--- src/rtl/sorted_reminder_table_insert_defines.svh ---
// Assertion macros shared by the sorted reminder table RTL.
`ifndef SORTED_REMINDER_TABLE_INSERT_DEFINES_SVH
`define SORTED_REMINDER_TABLE_INSERT_DEFINES_SVH
`ifndef SYNTHESIS
`define SRTI_ASSERT_SAME(lbl, clk, rst, ante, cons) \
   lbl: assert property (@(posedge clk) disable iff (rst) (ante) |-> (cons)) \
      else $error("srti same-cycle check failed");
`define SRTI_ASSERT_NEXT(lbl, clk, rst, ante, cons) \
   lbl: assert property (@(posedge clk) disable iff (rst) (ante) |=> (cons)) \
      else $error("srti next-cycle check failed");
`else
`define SRTI_ASSERT_SAME(lbl, clk, rst, ante, cons)
`define SRTI_ASSERT_NEXT(lbl, clk, rst, ante, cons)
`endif
`endif

--- src/rtl/srti_pkg.sv ---
// Types and constants of the sorted reminder table.
package srti_pkg;

   localparam int MONTH_MIN = 1;
   localparam int MONTH_MAX = 12;
   localparam int DAY_MIN   = 1;
   localparam int DAY_MAX   = 31;
   localparam int HOUR_MAX  = 23;

   typedef enum logic [2:0] {
      ST_OK    = 3'd0,
      ST_FULL  = 3'd1,
      ST_MONTH = 3'd2,
      ST_DAY   = 3'd3,
      ST_HOUR  = 3'd4,
      ST_INDEX = 3'd5
   } status_type;

   // field order gives the (month, day, hour) ordering directly
   typedef struct packed {
      logic [3:0] month;
      logic [4:0] day;
      logic [4:0] hour;
   } key_type;

   typedef struct packed {
      key_type     key;
      logic [31:0] tag;
   } entry_type;

   typedef struct packed {
      status_type status;
      logic       later;
   } chk_type;

endpackage

--- src/rtl/srti_if.sv ---
// Valid/ready channel interfaces for request and response beats.
interface srti_req_if;
   logic        valid;
   logic        ready;
   logic        op;
   logic [6:0]  month;
   logic [6:0]  day;
   logic [6:0]  hour;
   logic [31:0] tag;
   logic [5:0]  index;

   modport source (output valid, op, month, day, hour, tag, index, input ready);
   modport sink (input valid, op, month, day, hour, tag, index, output ready);
endinterface

interface srti_rsp_if;
   logic        valid;
   logic        ready;
   logic [2:0]  status;
   logic [5:0]  position;
   logic [3:0]  entry_month;
   logic [4:0]  entry_day;
   logic [4:0]  entry_hour;
   logic [31:0] entry_tag;
   logic [6:0]  count;

   modport source (output valid, status, position, entry_month, entry_day, entry_hour,
                   entry_tag, count, input ready);
   modport sink (input valid, status, position, entry_month, entry_day, entry_hour,
                 entry_tag, count, output ready);
endinterface

--- src/rtl/srti_mem.sv ---
// Entry store: one write port, one registered read port.
module srti_mem #(
   parameter int DEPTH = 64,
   parameter int AW    = 6
) (
   input  logic                clock,
   input  logic                wr_en,
   input  logic [AW-1:0]       wr_addr,
   input  srti_pkg::entry_type wr_data,
   input  logic [AW-1:0]       rd_addr,
   output srti_pkg::entry_type rd_data
);

   srti_pkg::entry_type mem_ff [DEPTH];
   srti_pkg::entry_type rd_data_ff;

   always_ff @(posedge clock) begin
      if (wr_en) begin
         mem_ff[wr_addr] <= wr_data;
      end
      rd_data_ff <= mem_ff[rd_addr];
   end

   assign rd_data = rd_data_ff;

endmodule

--- src/rtl/srti_cmp.sv ---
// Field range check for new entries and the shared key comparator of the scan.
module srti_cmp (
   input  logic              full,
   input  logic [6:0]        month,
   input  logic [6:0]        day,
   input  logic [6:0]        hour,
   input  srti_pkg::key_type stored_key,
   input  srti_pkg::key_type new_key,
   output srti_pkg::chk_type chk
);

   logic [$bits(srti_pkg::key_type)-1:0] stored_bits;
   logic [$bits(srti_pkg::key_type)-1:0] new_bits;

   assign stored_bits = stored_key;
   assign new_bits    = new_key;

   always_comb begin
      chk.later = (stored_bits > new_bits);
      priority if (full) begin
         chk.status = srti_pkg::ST_FULL;
      end else if (month < 7'(srti_pkg::MONTH_MIN) || month > 7'(srti_pkg::MONTH_MAX)) begin
         chk.status = srti_pkg::ST_MONTH;
      end else if (day < 7'(srti_pkg::DAY_MIN) || day > 7'(srti_pkg::DAY_MAX)) begin
         chk.status = srti_pkg::ST_DAY;
      end else if (hour > 7'(srti_pkg::HOUR_MAX)) begin
         chk.status = srti_pkg::ST_HOUR;
      end else begin
         chk.status = srti_pkg::ST_OK;
      end
   end

endmodule

--- src/rtl/sorted_reminder_table_insert.sv ---
// Sorted reminder table: inserts walk down from the top entry, one entry per cycle.
// Insert: the scan steps down with one compare and one memory read/write per cycle
// until the new entry's place is found; failed checks and empty table answer from idle.
// Read: registered memory read, then the response; a bad index answers from idle.
// One beat in flight: input ready returns once the response register can take a beat.
// Synchronous reset empties the table (count to 0); entry memory is not cleared.
`include "sorted_reminder_table_insert_defines.svh"
module sorted_reminder_table_insert #(
   parameter int CAPACITY = 64
) (
   input logic      clock,
   input logic      reset,
   srti_req_if.sink   req,
   srti_rsp_if.source rsp
);

   localparam int AW = (CAPACITY > 1) ? $clog2(CAPACITY) : 1;
   localparam int CW = $clog2(CAPACITY + 1);

   typedef enum logic [3:0] {
      S_IDLE   = 4'b0001,
      S_SCAN   = 4'b0010,
      S_PLACE  = 4'b0100,
      S_RDWAIT = 4'b1000
   } state_type;

   state_type state_ff, state_in;
   logic [CW-1:0] cnt_ff, cnt_in;
   logic [AW-1:0] j_ff, j_in;
   logic [5:0]    idx_ff, idx_in;
   srti_pkg::entry_type new_ff, new_in;

   logic                   rsp_valid_ff, rsp_valid_in;
   srti_pkg::status_type   rsp_status_ff, rsp_status_in;
   logic [5:0]             rsp_pos_ff, rsp_pos_in;
   srti_pkg::entry_type    rsp_entry_ff, rsp_entry_in;
   logic [CW-1:0]          rsp_cnt_ff, rsp_cnt_in;

   logic                load;
   logic                wr_en;
   logic [AW-1:0]       wr_addr;
   srti_pkg::entry_type wr_data;
   logic [AW-1:0]       rd_addr;
   srti_pkg::entry_type rd_data;
   srti_pkg::entry_type req_entry;
   srti_pkg::chk_type   chk;
   logic                full;
   logic                req_acc;

   assign full    = (cnt_ff == CW'(CAPACITY));
   assign req_acc = req.valid && req.ready;
   assign req.ready = (state_ff == S_IDLE) && (!rsp_valid_ff || rsp.ready);

   assign req_entry.key.month = req.month[3:0];
   assign req_entry.key.day   = req.day[4:0];
   assign req_entry.key.hour  = req.hour[4:0];
   assign req_entry.tag       = req.tag;

   srti_mem #(
      .DEPTH (CAPACITY),
      .AW    (AW)
   ) u_mem (
      .clock   (clock),
      .wr_en   (wr_en),
      .wr_addr (wr_addr),
      .wr_data (wr_data),
      .rd_addr (rd_addr),
      .rd_data (rd_data)
   );

   srti_cmp u_cmp (
      .full       (full),
      .month      (req.month),
      .day        (req.day),
      .hour       (req.hour),
      .stored_key (rd_data.key),
      .new_key    (new_ff.key),
      .chk        (chk)
   );

   always_comb begin
      state_in      = state_ff;
      cnt_in        = cnt_ff;
      j_in          = j_ff;
      idx_in        = idx_ff;
      new_in        = new_ff;
      wr_en         = 1'b0;
      wr_addr       = AW'(j_ff + 1'b1);
      wr_data       = new_ff;
      rd_addr       = AW'(j_ff - 1'b1);
      load          = 1'b0;
      rsp_status_in = srti_pkg::ST_OK;
      rsp_pos_in    = '0;
      rsp_entry_in  = '0;
      rsp_cnt_in    = cnt_ff;

      unique case (state_ff)
         S_IDLE: begin
            rd_addr = AW'(cnt_ff - 1'b1);
            if (req_acc) begin
               new_in = req_entry;
               idx_in = req.index;
               if (!req.op) begin
                  if (chk.status != srti_pkg::ST_OK) begin
                     load          = 1'b1;
                     rsp_status_in = chk.status;
                  end else if (cnt_ff == '0) begin
                     wr_en      = 1'b1;
                     wr_addr    = '0;
                     wr_data    = req_entry;
                     cnt_in     = CW'(1);
                     load       = 1'b1;
                     rsp_cnt_in = CW'(1);
                  end else begin
                     j_in     = AW'(cnt_ff - 1'b1);
                     state_in = S_SCAN;
                  end
               end else begin
                  rd_addr = AW'(req.index);
                  if (32'(req.index) >= 32'(cnt_ff)) begin
                     load          = 1'b1;
                     rsp_status_in = srti_pkg::ST_INDEX;
                     rsp_pos_in    = req.index;
                  end else begin
                     state_in = S_RDWAIT;
                  end
               end
            end
         end
         S_SCAN: begin
            wr_en = 1'b1;
            if (chk.later) begin
               // stored entry sorts after the new one: move it up a place
               wr_data = rd_data;
               if (j_ff == '0) begin
                  state_in = S_PLACE;
               end else begin
                  j_in = AW'(j_ff - 1'b1);
               end
            end else begin
               cnt_in     = CW'(cnt_ff + 1'b1);
               load       = 1'b1;
               rsp_pos_in = 6'(AW'(j_ff + 1'b1));
               rsp_cnt_in = CW'(cnt_ff + 1'b1);
               state_in   = S_IDLE;
            end
         end
         S_PLACE: begin
            wr_en      = 1'b1;
            wr_addr    = '0;
            cnt_in     = CW'(cnt_ff + 1'b1);
            load       = 1'b1;
            rsp_cnt_in = CW'(cnt_ff + 1'b1);
            state_in   = S_IDLE;
         end
         S_RDWAIT: begin
            load         = 1'b1;
            rsp_pos_in   = idx_ff;
            rsp_entry_in = rd_data;
            state_in     = S_IDLE;
         end
         default: begin
            state_in = S_IDLE;
         end
      endcase

      if (load) begin
         rsp_valid_in = 1'b1;
      end else if (rsp.ready) begin
         rsp_valid_in = 1'b0;
      end else begin
         rsp_valid_in = rsp_valid_ff;
      end
   end

   always_ff @(posedge clock) begin
      if (reset) begin
         state_ff     <= S_IDLE;
         cnt_ff       <= '0;
         rsp_valid_ff <= 1'b0;
      end else begin
         state_ff     <= state_in;
         cnt_ff       <= cnt_in;
         rsp_valid_ff <= rsp_valid_in;
      end
   end

   always_ff @(posedge clock) begin
      j_ff   <= j_in;
      idx_ff <= idx_in;
      new_ff <= new_in;
      if (load) begin
         rsp_status_ff <= rsp_status_in;
         rsp_pos_ff    <= rsp_pos_in;
         rsp_entry_ff  <= rsp_entry_in;
         rsp_cnt_ff    <= rsp_cnt_in;
      end
   end

   assign rsp.valid       = rsp_valid_ff;
   assign rsp.status      = rsp_status_ff;
   assign rsp.position    = rsp_pos_ff;
   assign rsp.entry_month = rsp_entry_ff.key.month;
   assign rsp.entry_day   = rsp_entry_ff.key.day;
   assign rsp.entry_hour  = rsp_entry_ff.key.hour;
   assign rsp.entry_tag   = rsp_entry_ff.tag;
   assign rsp.count       = 7'(rsp_cnt_ff);

   `SRTI_ASSERT_SAME(a_cnt_bound, clock, reset, 1'b1, cnt_ff <= CW'(CAPACITY))
   `SRTI_ASSERT_SAME(a_scan_in_range, clock, reset, state_ff == S_SCAN, CW'(j_ff) < cnt_ff)
   `SRTI_ASSERT_SAME(a_no_overwrite, clock, reset, load, !rsp_valid_ff || rsp.ready)
   `SRTI_ASSERT_NEXT(a_full_reject, clock, reset, req_acc && !req.op && full, (rsp_valid_ff && (rsp_status_ff == srti_pkg::ST_FULL)))

endmodule

--- src/flat_wrapper.sv ---
// flat-port wrapper written by rule: the top's interface ports become plain ports
module sorted_reminder_table_insert_flat 
#(
   parameter int CAPACITY = 64
)
  (clock, reset, req_valid, req_op, req_month, req_day, req_hour, req_tag, req_index, req_ready, rsp_valid, rsp_status, rsp_position, rsp_entry_month, rsp_entry_day, rsp_entry_hour, rsp_entry_tag, rsp_count, rsp_ready);
  srti_req_if req_i ();
  srti_rsp_if rsp_i ();
  input logic clock;
  input logic reset;
  input wire logic [$bits(req_i.valid)-1:0] req_valid;
  input wire logic [$bits(req_i.op)-1:0] req_op;
  input wire logic [$bits(req_i.month)-1:0] req_month;
  input wire logic [$bits(req_i.day)-1:0] req_day;
  input wire logic [$bits(req_i.hour)-1:0] req_hour;
  input wire logic [$bits(req_i.tag)-1:0] req_tag;
  input wire logic [$bits(req_i.index)-1:0] req_index;
  output wire logic [$bits(req_i.ready)-1:0] req_ready;
  output wire logic [$bits(rsp_i.valid)-1:0] rsp_valid;
  output wire logic [$bits(rsp_i.status)-1:0] rsp_status;
  output wire logic [$bits(rsp_i.position)-1:0] rsp_position;
  output wire logic [$bits(rsp_i.entry_month)-1:0] rsp_entry_month;
  output wire logic [$bits(rsp_i.entry_day)-1:0] rsp_entry_day;
  output wire logic [$bits(rsp_i.entry_hour)-1:0] rsp_entry_hour;
  output wire logic [$bits(rsp_i.entry_tag)-1:0] rsp_entry_tag;
  output wire logic [$bits(rsp_i.count)-1:0] rsp_count;
  input wire logic [$bits(rsp_i.ready)-1:0] rsp_ready;
  assign req_i.valid = req_valid;
  assign req_i.op = req_op;
  assign req_i.month = req_month;
  assign req_i.day = req_day;
  assign req_i.hour = req_hour;
  assign req_i.tag = req_tag;
  assign req_i.index = req_index;
  assign req_ready = req_i.ready;
  assign rsp_valid = rsp_i.valid;
  assign rsp_status = rsp_i.status;
  assign rsp_position = rsp_i.position;
  assign rsp_entry_month = rsp_i.entry_month;
  assign rsp_entry_day = rsp_i.entry_day;
  assign rsp_entry_hour = rsp_i.entry_hour;
  assign rsp_entry_tag = rsp_i.entry_tag;
  assign rsp_count = rsp_i.count;
  assign rsp_i.ready = rsp_ready;
  sorted_reminder_table_insert #(.CAPACITY(CAPACITY)) u_core (.clock(clock), .reset(reset), .req(req_i), .rsp(rsp_i));
endmodule
--- config.mk ---
export PLATFORM = sky130hd
export DESIGN_NAME = sorted_reminder_table_insert_flat
export DESIGN_NICKNAME = d
export VERILOG_FILES = /design/src/rtl/srti_pkg.sv /design/src/rtl/srti_if.sv /design/src/rtl/srti_mem.sv /design/src/rtl/srti_cmp.sv /design/src/rtl/sorted_reminder_table_insert.sv /design/src/flat_wrapper.sv
export VERILOG_INCLUDE_DIRS = /design/src /design/src/rtl
export SDC_FILE = /design/constraint.sdc
export NUM_CORES = 2
export LEC_CHECK = 0
export BUFFER_PORTS_ARGS = -buffer_cell sky130_fd_sc_hd__buf_4
export CAP_MARGIN = 25
export CORE_ASPECT_RATIO = 1.2
export CORE_MARGIN = 4
export CORE_UTILIZATION = 57
export CTS_CLUSTER_DIAMETER = 30
export DETAILED_ROUTE_END_ITERATION = 10
export PLACE_DENSITY = 0.82
export SYNTH_ARGS = -nofsm -noshare
export SYNTH_HDL_FRONTEND = slang
export SYNTH_SLANG_ARGS = --single-unit
--- constraint.sdc ---
create_clock -name clock -period 5.5 [get_ports clock]
set_clock_uncertainty 0.05 [all_clocks]
set_input_delay 0.825 -clock clock [delete_from_list [all_inputs] [get_ports clock]]
set_output_delay 0.825 -clock clock [all_outputs]
set_load 0.01 [all_outputs]
# Yosys cells after proc, flatten, opt, wreduce, memory -nomap -nowiden
# Memories as Yosys holds them, arrays and structs flattened. A register that Yosys moved wholly into a read port is not among the register bits.
# Index checks and enable logic that the tools add are counted.
# classes
add_sub_neg	4
n_lt_le_gt_ge	7
n_eq_ne	15
n_mux	62
n_reduce_logical	16
# op_table
operator	n
two-way mux 46 bit	5
two-way mux 6 bit	17
one-hot mux 46 bit (2 select lines)	1
two-way mux 7 bit	5
two-way mux 4 bit	7
one-hot mux 6 bit (2 select lines)	2
two-way mux 3 bit	7
one-hot mux 7 bit (3 select lines)	1
one-hot mux 6 bit (3 select lines)	1
greater-than comparator 14 bit	1
greater-than comparator 7 x 5 -> 1 bit, second input constant	2
less-than comparator 7 x 1 -> 1 bit, second input constant	2
two-way mux 1 bit	13
inequality test 3 bit, second input constant	4
subtractor 6 x 1 -> 6 bit, second input constant	2
inequality test 2 bit, second input constant	4
one-hot mux 4 bit (2 select lines)	1
adder 7 x 1 -> 7 bit, second input constant	1
equality test 7 bit, second input constant	1
greater-or-equal comparator 6 x 7 -> 1 bit	1
greater-than comparator 7 x 4 -> 1 bit, second input constant	1
zero test 7 bit	1
AND reduction 7 bit	1
adder 6 x 1 -> 6 bit, second input constant	1
16 further kinds	22
# word_totals
regBits	132
mem_bits_rw	2944
out_inout_bits	64
mem_count	1
# mem_list
name	words	word_bits	rd	rd_ports_with_merged_regs	write_ports	line_no	text
u_core.u_mem.mem_ff	64	46	1	1	1	srti_mem.sv:14	srti_pkg::entry_type mem_ff [DEPTH];

# Logic depth before layout (Yosys ltp)
# depth
word_depth	12
ltp_mapped	12

# Modules after synthesis
# A second synthesis with hierarchy kept.
# unflattened
cells_unflattened	5343
area_unflattened_um2	118825.2
# by_module_without_submodules
mod	n_inst	cells_each	area_each_um2
srti_mem	1	4805	112177.6
sorted_reminder_table_insert	1	478	6221.0
srti_cmp	1	60	426.7

# Worst setup path after synthesis
# OpenSTA, ideal clock, no wires.
# synth_timing
kind	input -> register
from	input req_day[4]
to	memory u_core.u_mem.mem_ff[44][0] (netlist name) (enable)
setup_ps	450
t_arrival_ps	4705
t_required_ps	5000
slack_ps	295
stages	9
path_cell_list	or4_1 -> o21ai_0 -> nor4_1 -> and4b_1 -> clkbuf_1 -> or2_2 -> nor2_1 -> nand3b_1 -> nor2_1
# synth_between
elab_chain_cells	12
word_cells_on_any_way	17
# synth_rtl
element	line_no	text
start, declared	flat_wrapper.sv:14	input wire logic [$bits(req_i.day)-1:0] req_day;
less-than comparator 7 x 1 -> 1 bit / greater-than comparator 7 x 5 -> 1 bit (equally long branches)	srti_cmp.sv:24	end else if (day < 7'(srti_pkg::DAY_MIN) || day > 7'(srti_pkg::DAY_MAX)) begin
logical OR 1 bit *	srti_cmp.sv:24	
two-way mux 3 bit *	srti_cmp.sv:24	
two-way mux 3 bit *	srti_cmp.sv:22	end else if (month < 7'(srti_pkg::MONTH_MIN) || month > 7'(srti_pkg::MONTH_MAX)) begin
two-way mux 3 bit *	srti_cmp.sv:20	priority if (full) begin
nonzero test 3 bit *	sorted_reminder_table_insert.sv:104	if (chk.status != srti_pkg::ST_OK) begin
two-way mux 1 bit	sorted_reminder_table_insert.sv:104	
two-way mux 1 bit	sorted_reminder_table_insert.sv:103	if (!req.op) begin
two-way mux 1 bit	sorted_reminder_table_insert.sv:100	if (req_acc) begin
one-hot mux 1 bit (2 select lines)	sorted_reminder_table_insert.sv:97	unique case (state_ff)
two-way mux 1 bit	srti_mem.sv:18	if (wr_en) begin
two-way mux 1 bit (implied by the code)	srti_mem.sv:19	mem_ff[wr_addr] <= wr_data;
end, declared	srti_mem.sv:14	
# Mark *: on every way between the ends. The rest lies on a longest branch, timed or not.

# Final worst setup path
# layout_timing
from	register u_core.state_ff[0]
to	register, netlist name u_core.u_mem.rd_data[30]
# layout_between
elab_chain_cells	5
# layout_rtl
element	line_no	text
start, declared	sorted_reminder_table_insert.sv:27	state_type state_ff, state_in;
start signal, assigned	sorted_reminder_table_insert.sv:182	state_ff <= state_in;
equality test 4 x 1 -> 1 bit *	sorted_reminder_table_insert.sv:52, sorted_reminder_table_insert.sv:97	
logical AND 1 bit	sorted_reminder_table_insert.sv:52	assign req.ready = (state_ff == S_IDLE) && (!rsp_valid_ff || rsp.ready);
logical AND 1 bit	sorted_reminder_table_insert.sv:51	assign req_acc = req.valid && req.ready;
two-way mux 6 bit	sorted_reminder_table_insert.sv:100	
two-way mux 6 bit *	sorted_reminder_table_insert.sv:97	
# Marked as above.
# A chain may end at the register's enable or synchronous reset.

==> impl_metrics.ini <==
[outcome]
status = finished clean

[clock_tree]
htreeDepth = 5
cts_setup_buffers = 0
numCtsBuffers = 425
clock-sinks = 3122
cts_tree = yes
clk_latency_ps = 930
clk_pin_slew_ps = 60
cts_hold_buf = 0
clock_path_buffers = 4
cts_root_buf = clkbuf_16
ctsResizeCount = 0

[layout]
final_area_sq_um = 147300
layout-drive-gt1-share = 0.2461
area_growth_syn_to_layout_pct = 18.67
stdcell_count = 10950
finish.net_count = 7813
final_core_util = 0.6807
fill_cells = 12100

[setup_path]
r2r_setup_slack_ps = 730
cp.required_ps = 6270
critPathKind = reg -> reg
cp.arrival_ps = 5550
reg2regPathDepth = 10
slowest_stage = nor4b_2
r2r-end = u_core.u_mem.rd_data[30]
rr_startpoint = u_core.state_ff[0]
end_kind = flop
slowest_delay_ps = 750
cp-start-kind = flop
cp_max_fo = 29
crit_path_frequent_cell = buf_4
path_cells = nor4b_2 -> buf_4 -> mux2_2 -> nor2_4 -> buf_12 -> buf_4 -> buf_4 -> o211ai_1 -> a41oi_1 -> or4_1

[placement]
portBuffers = 127
pre_cts_ws_ps = 526.9
place_congestion = 0.9037
dp_cells = 10130
dp_hpwl_um = 202800
postPlaceCellArea_sq_um = 132400

[grt]
grt_pass1_vias = 75590
grt_pass1_wl_um = 523900
antenna_found_initial = 31
grt_max_degree = 103
grt_overflow = 0
grt_usage = 0.3198

[min_path]
hold_class = in -> reg
min-delay-start = req_tag[29]
hold_depth = 1
holdPathEnd = u_core.new_ff[29]

[yosys]
synthFlopType = edfxtp_1
synth-simple-area-share = 0.03540
synthTopCellsByArea = edfxtp_1 (74%), mux2i_1 (6.0%), mux2_2 (5.9%)
yosys_register_bits = 3122
syn_area_per_cell_sq_um = 17.15
syn_area_sq_um = 124100
synthAdderAreaFrac = 0.002419
synth_top_area_cell = edfxtp_1
synth_compound_gate_area_share = 0.06699
yosys.area_share.xor_xnor = 0.001199
synth_top_family_by_area = multiplexers
synthMuxAreaShare = 0.1267
synth-edff-count = 3064
synth.top_cell.area_share = 0.7412
synthArstFlopShare = 0
synth_cell_type_count = 57
yosys_warnings = 0
netlist_instances = 7237
seq_area_frac_synth = 0.7505
synth_nets = 7325

[job]
max_cap_viol_count = 0

[floorplan]
ios = 128
dieArea_sq_um = 225300
dieWidth_um = 434.0
rows = 187
start_util = 0.5736
core-area_sq_um = 216400
die_h_um = 519.2

[timing]
slew_headroom = 0.3001
drv_slew = 0
rsz0062_at_grt = no
finalHoldViolCount = 0
worstMarginPinSlew_ps = 1036
period_needed_ps = 4772
setup_ws_ps = 727.6
fmax_mhz = 209.5
setup_viol = 0
fin_crit_sh = 0.8677
fin_setup_tns_ps = 0

[power_and_ir_drop]
power_frac_clock = 0.357
swShare = 0.3316
p_int_w = 0.05314
p_seq_frac = 0.368
p_switching_w = 0.02637
combPwrFrac = 0.276
peakVddDrop_mv = 0.4180
p_leak_nw = 47.94
pwr_density_cell_nw_per_um2 = 539.7

[route]
drtAntennaViolNets = 0
drt_iter0_drc = 11600
num_vias = 75290
drc = 0
wl_per_cell_um = 33.52
finalWirelength_um = 366900
drt-pass1-iter-count = 8
via_per_inst = 6.878
==> cell usage in the layout (no fill, tap or decap), types with 6 or more instances in the layout <==
cell type,instances
a21o_1,47
a21oi_1,20
a221o_1,6
a221o_2,7
a22o_1,35
a41oi_1,186
and2_1,65
buf_12,180
buf_4,330
bufinv_16,55
clkbuf_1,22
clkbuf_16,428
clkinv_1,33
clkinv_16,6
clkinv_2,48
clkinv_4,57
clkinv_8,6
clkinvlp_4,44
dfxtp_1,58
diode_2,22
edfxtp_1,3064
ha_1,24
inv_1,30
inv_6,69
inv_8,16
mux2_1,89
mux2_2,650
mux2i_1,740
nand2_1,759
nand2b_1,7
nand3_1,23
nor2_1,27
nor2_4,68
nor3_1,8
o211ai_1,739
o21ai_0,11
or4_1,50
xnor2_1,11
xor2_1,6
==> state kept, by name (all words and copies together) (netlist names), 4 cells and up <==
signal and count:
u_core.new_ff 46, u_core.rsp.entry_tag 32, u_core.u_mem.mem_ff 2944, u_core.rsp.count 7, u_core.rsp.position 6, u_core.rsp.entry_hour 5, u_core.j_ff 6, u_core.cnt_ff 7
u_core.rsp.entry_month 4, u_core.idx_ff 6, u_core.state_ff 4, u_core.rsp.entry_day 5, u_core.u_mem.rd_data 46
==> per-layer routing <==
layer,global-route usage,share of wire
met5,0,0.00040
met4,0.2075,0.077
met3,0.09331,0.14
met2,0.4950,0.46
met1,0.3943,0.32
==> per-stage QoR <==
step / total power [W] / hold WS, ps
5_1_grt: 0.08132 / 56.25
6_report: 0.07951 / 62.46
3_5_place_dp: 0.05047 / 514.3
4_1_cts: 0.07888 / 36.52
2_1_floorplan: 0.04201 / 451.2
3_3_place_gp: 0.04992 / 507.2
==> cells by family after synthesis <==
| family | after synthesis |
|---|---|
| AO/OA/AOI/OAI | 1075 |
| XOR/XNOR | 17 |
| adder cells (fa/ha/maj) | 24 |
| buffers and inverters | 482 |
| flip-flops | 3122 |
| multiplexers | 1479 |
| AND/OR/NAND/NOR | 1038 |
==> worst max-delay path: cells and delay by family, from the launching register on <==
family                 cells  cell delay (ps)
AO/OA/AOI/OAI              2              770
buffers and inverters      4             1270
flip-flops                 1              490
multiplexers               1              400
AND/OR/NAND/NOR            3             1690
==> power groups by stage <==
stage / Sequential, W / Clock [W] / Combinational (W)
after floorplan: 0.0294 / 0 / 0.0126
after global placement: 0.0297 / 0 / 0.0203
after detailed placement: 0.0297 / 0 / 0.0208
after CTS: 0.0292 / 0.0283 / 0.0214
after global routing: 0.0292 / 0.0295 / 0.0226
final: 0.0292 / 0.0284 / 0.0219
==> Yosys cell counts (all sizes together), types with 11 or more instances <==
cell / number
a21oi: 20
a21o: 47
xnor2: 11
dfxtp: 58
nand2: 764
and2: 65
mux2i: 740
o21ai: 12
edfxtp: 3064
a22o: 35
a221o: 13
o211ai: 739
clkbuf: 229
or4: 50
ha: 24
buf: 221
a41oi: 186
inv: 32
nor2: 95
mux2: 739
nand3: 23
==> how the worst max path moves through the flow <==
stage / end / slack, ps / cells after the start / from
after global placement: u_core.u_mem.rd_data[3] / 510 / 11 / rsp_ready
after floorplan: u_core.u_mem.mem_ff[44][0] / 290 / 9 / req_day[4]
final: u_core.u_mem.rd_data[30] / 730 / 10 / u_core.state_ff[0]
after global routing: u_core.u_mem.mem_ff[46][30] / 740 / 10 / u_core.state_ff[0]
after detailed placement: u_core.u_mem.mem_ff[46][1] / 530 / 13 / req_day[4]
after CTS: u_core.u_mem.rd_data[6] / 900 / 10 / u_core.state_ff[0]
==> area by class of cell <==
class,count,area (sq um),share of cell area
inverter,32,121.4,0.0008239
antenna,22,55.05,0.0003737
multi-input combinational,3633,29490,0.2002
clock inverter,336,3963,0.02690
sequential,3122,93170,0.6325
tap,2835,3547,0.02408
timing repair buffer,511,6108,0.04146
clock buffer,455,10860,0.07373
No activity file was read; power rests on OpenSTA's default activity.
